**src/hw/rtl/ffba_pkg.sv**
```systemverilog
`timescale 1ns / 1ps
`default_nettype none

package ffba_pkg;

  localparam int unsigned TableDepth  = 16;
  localparam int unsigned AddrBits    = 32;
  localparam int unsigned HeaderBytes = 16;
  localparam int unsigned NodeBytes   = 16;

  localparam int unsigned IdxW    = $clog2(TableDepth);
  localparam int unsigned CntW    = $clog2(TableDepth + 1);
  localparam int unsigned EntryW  = 32;
  localparam int unsigned SizeW   = 24;
  localparam int unsigned ShiftW  = 5;
  localparam int unsigned RoundW  = 32;
  localparam int unsigned RegionW = RoundW + 1;
  localparam int unsigned PtrW    = AddrBits + 1;
  localparam int unsigned SumW    = ((PtrW > RegionW) ? PtrW : RegionW) + 1;
  localparam int unsigned RestW   = SumW + 1;

  localparam logic [ShiftW-1:0] PageShiftReset = ShiftW'(12);

  typedef struct packed {
    logic start;
    logic scan_step;
    logic take_hit;
    logic calc_region;
    logic fresh_commit;
    logic finish_rest;
    logic load_out;
  } cmd_t;

  typedef struct packed {
    logic scan_end;
    logic scan_match;
    logic fresh_fail;
  } stat_t;

endpackage

`default_nettype wire

```
**src/hw/rtl/ffba_ctrl.sv**
```systemverilog
`timescale 1ns / 1ps
`default_nettype none

module ffba_ctrl
  import ffba_pkg::*;
(
  input  wire logic  clk_i,
  input  wire logic  rst_ni,
  input  wire logic  in_valid_i,
  output logic       in_ready_o,
  input  wire logic  out_ready_i,
  output logic       out_valid_o,
  input  wire stat_t stat_i,
  output cmd_t       cmd_o
);

  localparam logic [2:0] StIdle   = 3'd0;
  localparam logic [2:0] StScan   = 3'd1;
  localparam logic [2:0] StRegion = 3'd2;
  localparam logic [2:0] StCheck  = 3'd3;
  localparam logic [2:0] StRest   = 3'd4;
  localparam logic [2:0] StOut    = 3'd5;

  logic [2:0] state_q, state_d;
  logic       out_valid_q, out_valid_d;

  always_comb begin
    state_d = state_q;
    cmd_o   = '0;
    unique case (state_q)
      StIdle: begin
        if (in_valid_i) begin
          cmd_o.start = 1'b1;
          state_d     = StScan;
        end
      end
      StScan: begin
        if (stat_i.scan_end) begin
          state_d = StRegion;
        end else if (stat_i.scan_match) begin
          cmd_o.take_hit = 1'b1;
          state_d        = StRest;
        end else begin
          cmd_o.scan_step = 1'b1;
        end
      end
      StRegion: begin
        cmd_o.calc_region = 1'b1;
        state_d           = StCheck;
      end
      StCheck: begin
        cmd_o.fresh_commit = 1'b1;
        state_d            = stat_i.fresh_fail ? StOut : StRest;
      end
      StRest: begin
        cmd_o.finish_rest = 1'b1;
        state_d           = StOut;
      end
      StOut: begin
        if (!out_valid_q || out_ready_i) begin
          cmd_o.load_out = 1'b1;
          state_d        = StIdle;
        end
      end
      default: state_d = StIdle;
    endcase
  end

  always_comb begin
    out_valid_d = out_valid_q;
    if (cmd_o.load_out) begin
      out_valid_d = 1'b1;
    end else if (out_ready_i) begin
      out_valid_d = 1'b0;
    end
  end

  always_ff @(posedge clk_i or negedge rst_ni) begin
    if (!rst_ni) begin
      state_q     <= StIdle;
      out_valid_q <= 1'b0;
    end else begin
      state_q     <= state_d;
      out_valid_q <= out_valid_d;
    end
  end

  assign in_ready_o  = (state_q == StIdle);
  assign out_valid_o = out_valid_q;

endmodule

`default_nettype wire

```
**src/hw/rtl/ffba_dp.sv**
```systemverilog
`timescale 1ns / 1ps
`default_nettype none

module ffba_dp
  import ffba_pkg::*;
(
  input  wire logic              clk_i,
  input  wire logic              rst_ni,
  input  wire logic              cfg_we_i,
  input  wire logic [ShiftW-1:0] cfg_wdata_i,
  input  wire logic [SizeW-1:0]  request_size_i,
  input  wire cmd_t              cmd_i,
  output stat_t                  stat_o,
  output logic [31:0]            block_address_o,
  output logic                   from_free_table_o,
  output logic                   remainder_kept_o,
  output logic                   remainder_dropped_o,
  output logic                   status_o
);

  logic [EntryW-1:0]  start_q [TableDepth];
  logic [EntryW-1:0]  len_q   [TableDepth];
  logic [CntW-1:0]    count_q;
  logic [PtrW-1:0]    fresh_ptr_q;
  logic [ShiftW-1:0]  page_shift_q;

  logic [SizeW-1:0]   size_q;
  logic [CntW-1:0]    idx_q;
  logic [RegionW-1:0] region_q;
  logic [PtrW-1:0]    base_q;
  logic [RegionW-1:0] blen_q;
  logic               hit_q, kept_q, dropped_q, fail_q;

  logic [IdxW-1:0]    rd_idx;
  logic [EntryW-1:0]  rd_len;
  logic [RoundW-1:0]  page_mask;
  logic [RoundW-1:0]  rounded;
  logic [SumW-1:0]    fresh_end;
  logic [SumW-1:0]    limit;
  logic [RestW-1:0]   rest;
  logic               rest_ok;
  logic               table_full;
  logic [PtrW-1:0]    rem_start;
  logic [PtrW-1:0]    addr_full;

  assign rd_idx = idx_q[IdxW-1:0];
  assign rd_len = len_q[rd_idx];

  assign stat_o.scan_end   = (idx_q == count_q);
  assign stat_o.scan_match = (rd_len >= EntryW'(size_q));

  assign page_mask = (RoundW'(1) << page_shift_q) - RoundW'(1);
  assign rounded   = (RoundW'(size_q) + page_mask) & ~page_mask;

  assign limit             = SumW'(1) << AddrBits;
  assign fresh_end         = SumW'(fresh_ptr_q) + SumW'(region_q);
  assign stat_o.fresh_fail = (fresh_end > limit);

  assign rest = RestW'(blen_q) - RestW'(size_q) - RestW'(2 * HeaderBytes);
  assign rest_ok    = !rest[RestW-1] && (rest >= RestW'(NodeBytes));
  assign table_full = (count_q >= CntW'(TableDepth));
  assign rem_start  = base_q + PtrW'(HeaderBytes) + PtrW'(size_q);
  assign addr_full  = base_q + PtrW'(HeaderBytes);

  always_ff @(posedge clk_i) begin
    if (cmd_i.take_hit) begin
      for (int i = 0; i < TableDepth - 1; i++) begin
        if (IdxW'(i) >= rd_idx) begin
          start_q[i] <= start_q[i+1];
          len_q[i]   <= len_q[i+1];
        end
      end
    end else if (cmd_i.finish_rest && rest_ok && !table_full) begin
      for (int i = 1; i < TableDepth; i++) begin
        start_q[i] <= start_q[i-1];
        len_q[i]   <= len_q[i-1];
      end
      start_q[0] <= rem_start[EntryW-1:0];
      len_q[0]   <= rest[EntryW-1:0];
    end
  end

  always_ff @(posedge clk_i or negedge rst_ni) begin
    if (!rst_ni) begin
      count_q      <= '0;
      fresh_ptr_q  <= '0;
      page_shift_q <= PageShiftReset;
    end else begin
      if (cfg_we_i) begin
        page_shift_q <= cfg_wdata_i;
      end
      if (cmd_i.take_hit) begin
        count_q <= count_q - CntW'(1);
      end else if (cmd_i.finish_rest && rest_ok && !table_full) begin
        count_q <= count_q + CntW'(1);
      end
      if (cmd_i.fresh_commit && !stat_o.fresh_fail) begin
        fresh_ptr_q <= fresh_end[PtrW-1:0];
      end
    end
  end

  always_ff @(posedge clk_i) begin
    if (cmd_i.start) begin
      size_q    <= request_size_i;
      idx_q     <= '0;
      hit_q     <= 1'b0;
      kept_q    <= 1'b0;
      dropped_q <= 1'b0;
      fail_q    <= 1'b0;
    end
    if (cmd_i.scan_step) begin
      idx_q <= idx_q + CntW'(1);
    end
    if (cmd_i.take_hit) begin
      base_q <= PtrW'(start_q[rd_idx]);
      blen_q <= RegionW'(rd_len);
      hit_q  <= 1'b1;
    end
    if (cmd_i.calc_region) begin
      region_q <= {rounded, 1'b0};
    end
    if (cmd_i.fresh_commit) begin
      if (stat_o.fresh_fail) begin
        fail_q <= 1'b1;
      end else begin
        base_q <= fresh_ptr_q;
        blen_q <= region_q;
      end
    end
    if (cmd_i.finish_rest && rest_ok) begin
      kept_q    <= !table_full;
      dropped_q <= table_full;
    end
    if (cmd_i.load_out) begin
      block_address_o     <= fail_q ? 32'd0 : addr_full[31:0];
      from_free_table_o   <= hit_q && !fail_q;
      remainder_kept_o    <= kept_q && !fail_q;
      remainder_dropped_o <= dropped_q && !fail_q;
      status_o            <= fail_q;
    end
  end

endmodule

`default_nettype wire

```
**src/hw/rtl/first_fit_block_allocator.sv**
```systemverilog
// First-fit block allocator.
// A request transfer on the input channel (in_valid_i/in_ready_o) carries a
// request size in bytes. The block searches its free table from the front for
// the first entry large enough, removes it and keeps the order of the rest; if
// none fits it carves a fresh region, rounded to pages and doubled, from a
// bump pointer. A usable leftover is pushed at the front of the table.
// Each request yields one result transfer on the output channel
// (out_valid_o/out_ready_i) with the address, the flags and the status.
// The block works on one request at a time. The table scan examines one
// entry per cycle from the front. On a hit the entry is taken; otherwise a
// fresh region is sized and checked against the top of the address space,
// then committed or refused. A usable leftover is kept, or dropped when the
// table is full. A new request is taken once the result is in the output
// register. The page shift register must be written by the user through
// cfg_we_i/cfg_wdata_i only while idle; the block itself does not enforce it.
// Reset empties the table, clears the bump pointer and sets the page shift
// to 12. A finished result waits in the output register while the receiver
// stalls; a new request is taken meanwhile, but its result waits until the
// previous one has been taken.
`timescale 1ns / 1ps
`default_nettype none

module first_fit_block_allocator
  import ffba_pkg::*;
(
  input  wire logic              clk_i,
  input  wire logic              rst_ni,
  input  wire logic              cfg_we_i,
  input  wire logic [ShiftW-1:0] cfg_wdata_i,
  input  wire logic              in_valid_i,
  output logic                   in_ready_o,
  input  wire logic [SizeW-1:0]  request_size_i,
  output logic                   out_valid_o,
  input  wire logic              out_ready_i,
  output logic [31:0]            block_address_o,
  output logic                   from_free_table_o,
  output logic                   remainder_kept_o,
  output logic                   remainder_dropped_o,
  output logic                   status_o
);

  cmd_t  cmd;
  stat_t stat;

  ffba_ctrl u_ctrl (
    .clk_i       (clk_i),
    .rst_ni      (rst_ni),
    .in_valid_i  (in_valid_i),
    .in_ready_o  (in_ready_o),
    .out_ready_i (out_ready_i),
    .out_valid_o (out_valid_o),
    .stat_i      (stat),
    .cmd_o       (cmd)
  );

  ffba_dp u_dp (
    .clk_i               (clk_i),
    .rst_ni              (rst_ni),
    .cfg_we_i            (cfg_we_i),
    .cfg_wdata_i         (cfg_wdata_i),
    .request_size_i      (request_size_i),
    .cmd_i               (cmd),
    .stat_o              (stat),
    .block_address_o     (block_address_o),
    .from_free_table_o   (from_free_table_o),
    .remainder_kept_o    (remainder_kept_o),
    .remainder_dropped_o (remainder_dropped_o),
    .status_o            (status_o)
  );

  assert property (@(posedge clk_i) disable iff (!rst_ni)
    in_valid_i && in_ready_o |=> !in_ready_o)
    else $error("request accepted while another is in progress");

  assert property (@(posedge clk_i) disable iff (!rst_ni)
    out_valid_o && status_o |-> !from_free_table_o && !remainder_kept_o &&
      !remainder_dropped_o && (block_address_o == 32'd0))
    else $error("refused request reports a grant");

  assert property (@(posedge clk_i) disable iff (!rst_ni)
    out_valid_o |-> !(remainder_kept_o && remainder_dropped_o))
    else $error("leftover both kept and dropped");

  assert property (@(posedge clk_i) disable iff (!rst_ni)
    out_valid_o && from_free_table_o |-> !remainder_dropped_o)
    else $error("leftover dropped after a table hit");

endmodule

`default_nettype wire

```
**config.mk**
```make
export PLATFORM = sky130hd
export DESIGN_NAME = first_fit_block_allocator
export DESIGN_NICKNAME = d
export VERILOG_FILES = /design/src/hw/rtl/ffba_pkg.sv /design/src/hw/rtl/ffba_ctrl.sv /design/src/hw/rtl/ffba_dp.sv /design/src/hw/rtl/first_fit_block_allocator.sv
export SDC_FILE = /design/constraint.sdc
export NUM_CORES = 2
export LEC_CHECK = 0
export ABC_CLOCK_PERIOD_IN_PS = 9300
export BUFFER_PORTS_ARGS = -buffer_cell sky130_fd_sc_hd__buf_2
export CAP_MARGIN = 15
export CORE_MARGIN = 8
export CORE_UTILIZATION = 40
export CTS_BUF_LIST = sky130_fd_sc_hd__clkbuf_16
export DETAILED_ROUTE_END_ITERATION = 10
export PLACE_DENSITY = 0.62
export REMOVE_ABC_BUFFERS = 1
export SETUP_SLACK_MARGIN = 0.1
export SYNTH_ARGS = -nofsm -noshare
export SYNTH_HDL_FRONTEND = slang
export SYNTH_SLANG_ARGS = --single-unit
```
**constraint.sdc**
```tcl
create_clock -name clk_i -period 9.3 [get_ports clk_i]
set_input_delay 0.465 -clock clk_i [delete_from_list [all_inputs] [get_ports clk_i]]
set_output_delay 0.465 -clock clk_i [all_outputs]
set_load 0.02 [all_outputs]
```
Word-level counts from Yosys, hierarchy flattened
Memories as Yosys holds them, arrays and structs flattened. A register that Yosys moved wholly into a read port is not among the register bits.
Cells that the tools add are included.
{"block": "totals", "regBits": 214, "mem_bits_rw": 1024, "input_bits": 34, "output_inout_bits": 38, "elab_cells": 226, "n_memories": 2}
{"name": "u_dp.len_q", "depth": 16, "word_bits": 32, "read_ports": 17, "rd_clocked_by_memory_dff": 1, "write_ports": 16, "line": "ffba_dp.sv:22", "rtl": "logic [EntryW-1:0] len_q [TableDepth];"}
{"name": "u_dp.start_q", "depth": 16, "word_bits": 32, "read_ports": 17, "rd_clocked_by_memory_dff": 1, "write_ports": 16, "line": "ffba_dp.sv:21", "rtl": "logic [EntryW-1:0] start_q [TableDepth];"}
{"block": "op_classes", "addsub": 10, "n_lt_le_gt_ge": 19, "n_eq_ne": 9, "shifts": 1, "muxes": 115, "n_bitwise": 32, "n_reduce_logical": 19}
{"operator": "two-way mux 32 bit", "count": 30}
{"operator": "two-way mux 33 bit", "count": 6}
{"operator": "two-way mux 1 bit", "count": 66}
{"operator": "greater-or-equal comparator 35 x 5 -> 1 bit (second input constant)", "count": 1}
{"operator": "subtractor 35 x 6 -> 35 bit (second input constant)", "count": 1}
{"operator": "adder 33 x 33 -> 34 bit", "count": 1}
{"operator": "greater-than comparator 34 x 33 -> 1 bit (second input constant)", "count": 1}
{"operator": "subtractor 33 x 24 -> 34 bit", "count": 1}
{"operator": "adder 24 x 32 -> 32 bit", "count": 1}
{"operator": "adder 32 x 24 -> 32 bit", "count": 1}
{"operator": "adder 32 x 5 -> 32 bit (second input constant)", "count": 1}
{"operator": "AND 32 bit", "count": 1}
{"operator": "greater-or-equal comparator 32 x 24 -> 1 bit", "count": 1}
{"operator": "inverter 32 bit", "count": 1}
{"operator": "<< shifter 1 x 5 -> 32 bit (first input constant)", "count": 1}
{"operator": "subtractor 32 x 2 -> 32 bit (second input constant)", "count": 1}
{"operator": "bitwise OR 1 bit", "count": 30}
{"operator": "greater-or-equal comparator 4 bit (first input constant)", "count": 7}
{"operator": "two-way mux 5 bit", "count": 4}
{"operator": "case mux 3 bit (6 select lines)", "count": 1}
{"operator": "greater-or-equal comparator 3 x 4 -> 1 bit (first input constant)", "count": 4}
{"operator": "two-way mux 3 bit", "count": 4}
{"operator": "adder 5 x 1 -> 5 bit (second input constant)", "count": 2}
{"operator": "greater-or-equal comparator 1 x 4 -> 1 bit (first input constant)", "count": 2}
{"operator": "other kinds (18)", "count": 36}

Logic depth before layout (Yosys ltp)
{"block": "depth", "ltp_word": 10, "mapped_depth": 30, "mapped_depth_nobuf": 22}

By module
A second synthesis with hierarchy kept.
{"block": "hier_totals", "hier_cells": 4326, "area_unflattened_um2": 66855.4}
{"mod": "ffba_dp", "instances": 1, "cells_each": 4289, "area_each_um2": 66542.6, "seq_area_each_um2": 36197.2}
{"mod": "ffba_ctrl", "instances": 1, "cells_each": 37, "area_each_um2": 312.8, "seq_area_each_um2": 100.1}

Worst setup path after synthesis
Ideal clock, no wire load.
{"block": "synth_path", "path_type": "reg2reg", "start": "register with a tool-made name", "end": "memory u_dp.len_q[1][0], enable pin", "setup_ns": 0.499, "arrival_time_ns": 8.669, "required_time_ns": 8.801, "path_slack_ns": 0.131, "stages_incl_launch_ff": 26, "n_path_buf": 8, "synth_period_minus_slack_ns": 9.169, "path_cell_list": "dfxtp_1 > clkbuf_1 > buf_1 > clkbuf_1 > clkbuf_1 > buf_1 > buf_1 > mux4_2 > mux4_2 > inv_1 > ha_1 > nand2b_1 > a21o_1 > a21o_1 > a21o_1 > a21oi_1 > nor2b_1 > o21ai_0 > nand2b_1 > a21oi_1 > o2111ai_1 > nand2b_1 > buf_2 > buf_1 > or3_1 > o21bai_1"}
{"item": "end, declared", "line": "ffba_dp.sv:22"}

==> impl_metrics.py <==
metrics = {
    "timing": {
        "rsz0062_at_grt": "no",
        "setup_ws_ns": 1.91,
        "slew_viol_final": 0,
        "fmax_ghz": 0.135,
        "post-route-period-util_pct": 79.5,
        "hold_ws_ns": 0.0576,
        "max_slew_margin_pct": 23.4,
        "finalHoldViolations": 0,
        "finalSetupViolations": 0,
        "tightest_slew_ns": 1.13,
        "finalClockSkew_ns": 0.0267,
        "min_period_ns": 7.39,
        "setup_tns_ns": 0,
    },
    "setup_path": {
        "crit_buf_inv": 3,
        "crit_family": "buffers and inverters",
        "end_kind": "register",
        "critPathMaxFanout": 74,
        "critical_path_class": "register to register",
        "timing.critical_path.cells": "inv_1, ha_1, and4_1, nand2_1, a2111oi_0, o21ai_1, xor2_1, nand2b_4, nor4_2, nand4_1, xor2_1, a2111oi_0, and3b_1, o32ai_4, buf_4, buf_4, mux2_2",
        "crit_path_start_kind": "register",
        "crit_required_ns": 9.81,
        "worstPathArrival_ns": 7.91,
        "crit_slowest_cell": "buf_4",
        "slowest_delay_ns": 0.85,
    },
    "layout": {
        "stdcell_count": 6661,
        "drive_gt1_share_pct": 28.8,
        "syn2layout_area_growth_pct": 10.4,
        "fillers": 14598,
        "final_common_cell": "edfxtp_1",
        "fin_nets": 4522,
        "multi_input_area_um2": 28800,
        "seqCellArea_um2": 36300,
        "mostFrequentLayoutCells": "edfxtp_1, mux2_2, mux2_1",
    },
    "floorplanning": {
        "dieArea_um2": 180000,
        "start_util_pct": 40.1,
        "num_rows": 150,
        "coreArea_um2": 166000,
        "fp.dieH_um": 424,
        "pin_count": 72,
        "die_w_um": 424,
    },
    "detailed_routing": {
        "drt_pass1_iterations": 5,
        "wl_per_cell_um": 26.8,
        "route.detailed.drc": 0,
        "ant_nets": 0,
        "vias": 39125,
        "vias_per_cell": 5.87,
        "wl_mm": 178,
        "drtIter0Drc": 3483,
    },
    "power_and_ir_drop": {
        "power_density_nw_per_um2": 388,
        "power_mw": 28.6,
        "cellLeakagePower_nw": 25.1,
        "peakVddDrop_v": 0.000303,
    },
    "synthesis": {
        "synth.cell_area_um2": 66700,
        "yosysSeqAreaShare_pct": 54.4,
        "ys_ff_latch": 1240,
        "syn_inst": 4283,
        "avgSynthCellArea_um2": 15.6,
        "synth-main-ff-cell": "edfxtp_1",
        "synth_edf_count": 1123,
        "yosysWarnings": 0,
        "yosys.cell_types.count": 89,
        "ys_async_sr_fraction_pct": 3.71,
    },
    "global_route": {
        "grt.total_usage_pct": 19.4,
        "overflow": 0,
        "grt_pass1_vias": 39014,
        "grt-busiest-layer": "met2",
        "grt_pass1_wl_mm": 264,
        "grt_util_met3_pct": 3.14,
        "grt_max_degree": 132,
        "grt_antenna_before_repair": 7,
        "met1_usage_pct": 27.6,
        "use_met2_pct": 30.3,
    },
    "clock_tree": {
        "clk-insertion-delay-late_ns": 0.78,
        "numClockSinks": 1240,
        "clkTransAtPathRegs_ns": 0.06,
        "cts_tree": "done",
        "cts_made_buffers": 136,
        "post_cts_buffers": 0,
        "cts-root-buf": "clkbuf_16",
        "cts_max_level": 4,
        "cts_buffer_depth": 3,
    },
    "placed_design": {
        "place_congestion": 0.883,
        "dpl_worst_slack_ns": 2.12,
        "dp.cells": 6382,
        "portBuffers": 71,
        "dpl.hpwl_mm": 114,
    },
    "run": {
        "cap_violations": 0,
    },
    "worst_hold_path": {
        "hold_class": "input port to register",
    },
    "run_status": {
        "status": "finished, final reports clean",
    },
}
## cells in the mapped netlist (17+ instances only)
master	count	area [µm²]
mux4_2	320	7210
xor2_1	64	561
buf_2	45	225
nor2b_1	52	325
buf_6	68	766
o211ai_1	17	128
ha_1	138	1730
o21ai_0	82	410
mux2_2	548	6170
edfxtp_1	1123	33700
or2_2	18	113
nor2_1	150	563
nand2_1	102	383
a21o_1	57	428
inv_1	82	308
nor3_1	38	190
o21a_1	19	143
nand4_1	23	144
nand3_1	38	190
clkbuf_1	104	390
dfxtp_1	71	1420
buf_1	31	116
dfrtp_1	44	1100
xnor2_1	94	823
mux2_1	509	5730
mux2_4	27	405
a21oi_1	122	611
nand2b_1	36	225
and3_1	21	131
## cell type report
cell class / instances / share of cell area [%]
diodes: 5 / 0.0170
repair buffers: 177 / 1.87
inverters: 83 / 0.423
clock inverters: 107 / 0.905
well taps: 2204 / 3.74
clock buffers: 138 / 4.69
flip-flops and latches: 1240 / 49.3
multi-input cells: 2707 / 39.1
## per-stage QoR
| stage | util (%) | area [µm²] |
|---|---|---|
| after floorplan | - | 65200 |
| after global placement | 41.6 | 69200 |
| after detailed placement | 41.6 | 69200 |
| after CTS | 44.2 | 73600 |
| after global routing | 44.2 | 73600 |
| final | 44.2 | 73700 |
## what timing repair did
action / CTS / global route
gates resized for setup: 0 / 0
hold endpoints to repair: 73 / 0
hold buffers: 29 / 0
## routing by layer
layer	share of wire, %	vias up
met4	3.2	2
li1	-	17140
met2	46	1221
met3	5.7	254
met1	45	20508
met5	0.0067	-
## sequential cells by signal, indices dropped and copies added, names as in the netlist, named ones only
| name | count |
|---|---|
| u_dp.base_q | 32 |
| u_dp.idx_q | 5 |
| u_dp.fail_q | 1 |
| u_ctrl.out_valid_o | 1 |
| u_dp.count_q | 5 |
| u_dp.from_free_table_o | 1 |
| u_dp.blen_q | 33 |
| u_dp.hit_q | 1 |
| u_dp.page_shift_q | 5 |
| u_dp.region_q | 32 |
| u_dp.status_o | 1 |
| u_ctrl.state_q | 3 |
| u_dp.remainder_dropped_o | 1 |
| u_dp.dropped_q | 1 |
| u_dp.fresh_ptr_q | 32 |
| u_dp.start_q | 512 |
| u_dp.size_q | 24 |
| u_dp.block_address_o | 32 |
| u_dp.remainder_kept_o | 1 |
| u_dp.len_q | 512 |
| u_dp.kept_q | 1 |
## worst reg2reg max path, cell delays in order, from the launching register on
cell	delay (ns)
edfxtp_1	0.50
inv_1	0.12
ha_1	0.49
and4_1	0.30
nand2_1	0.13
a2111oi_0	0.82
o21ai_1	0.26
xor2_1	0.53
nand2b_4	0.13
nor4_2	0.47
nand4_1	0.17
xor2_1	0.57
a2111oi_0	0.21
and3b_1	0.30
o32ai_4	0.16
buf_4	0.57
buf_4	0.87
mux2_2	0.55
## power breakdown
group          internal (mW)  switching (mW)  total [mW]
Clock                   2.86            2.27        5.13
Combinational           5.08            6.23        11.3
Sequential              10.2            1.89        12.1
## cells by family (layout without fill, tap and decap cells)
| group | after synthesis | after routing | synth area share, % |
|---|---|---|---|
| AO/OA/AOI/OAI | 429 | 429 | 4.17 |
| XOR/XNOR | 158 | 158 | 2.07 |
| adder cells (fa/ha/maj) | 143 | 143 | 2.74 |
| buffers and inverters | 336 | 505 | 2.79 |
| flip-flops | 1240 | 1240 | 54.4 |
| multiplexers | 1416 | 1416 | 29.4 |
| other | 0 | 5 | 0 |
| AND/OR/NAND/NOR | 561 | 561 | 4.40 |
## path summary, 6_finish.rpt
kind	start	end	slack, ns	depth (start not counted)
min reg2reg	u_dp.blen_q[32]	u_dp.blen_q[32]	0.47	2
max reg2reg	u_dp.size_q[14]	u_dp.start_q[4][10]	1.91	17
max	u_dp.size_q[14]	u_dp.start_q[4][10]	1.91	17
max in group asynchronous	rst_ni	u_dp.fresh_ptr_q[2]	8.36	3
min	cfg_wdata_i[3]	u_dp.page_shift_q[3]	0.06	3
min in group asynchronous	rst_ni	u_ctrl.out_valid_o	0.35	3
(Power assumes the default switching activity.)
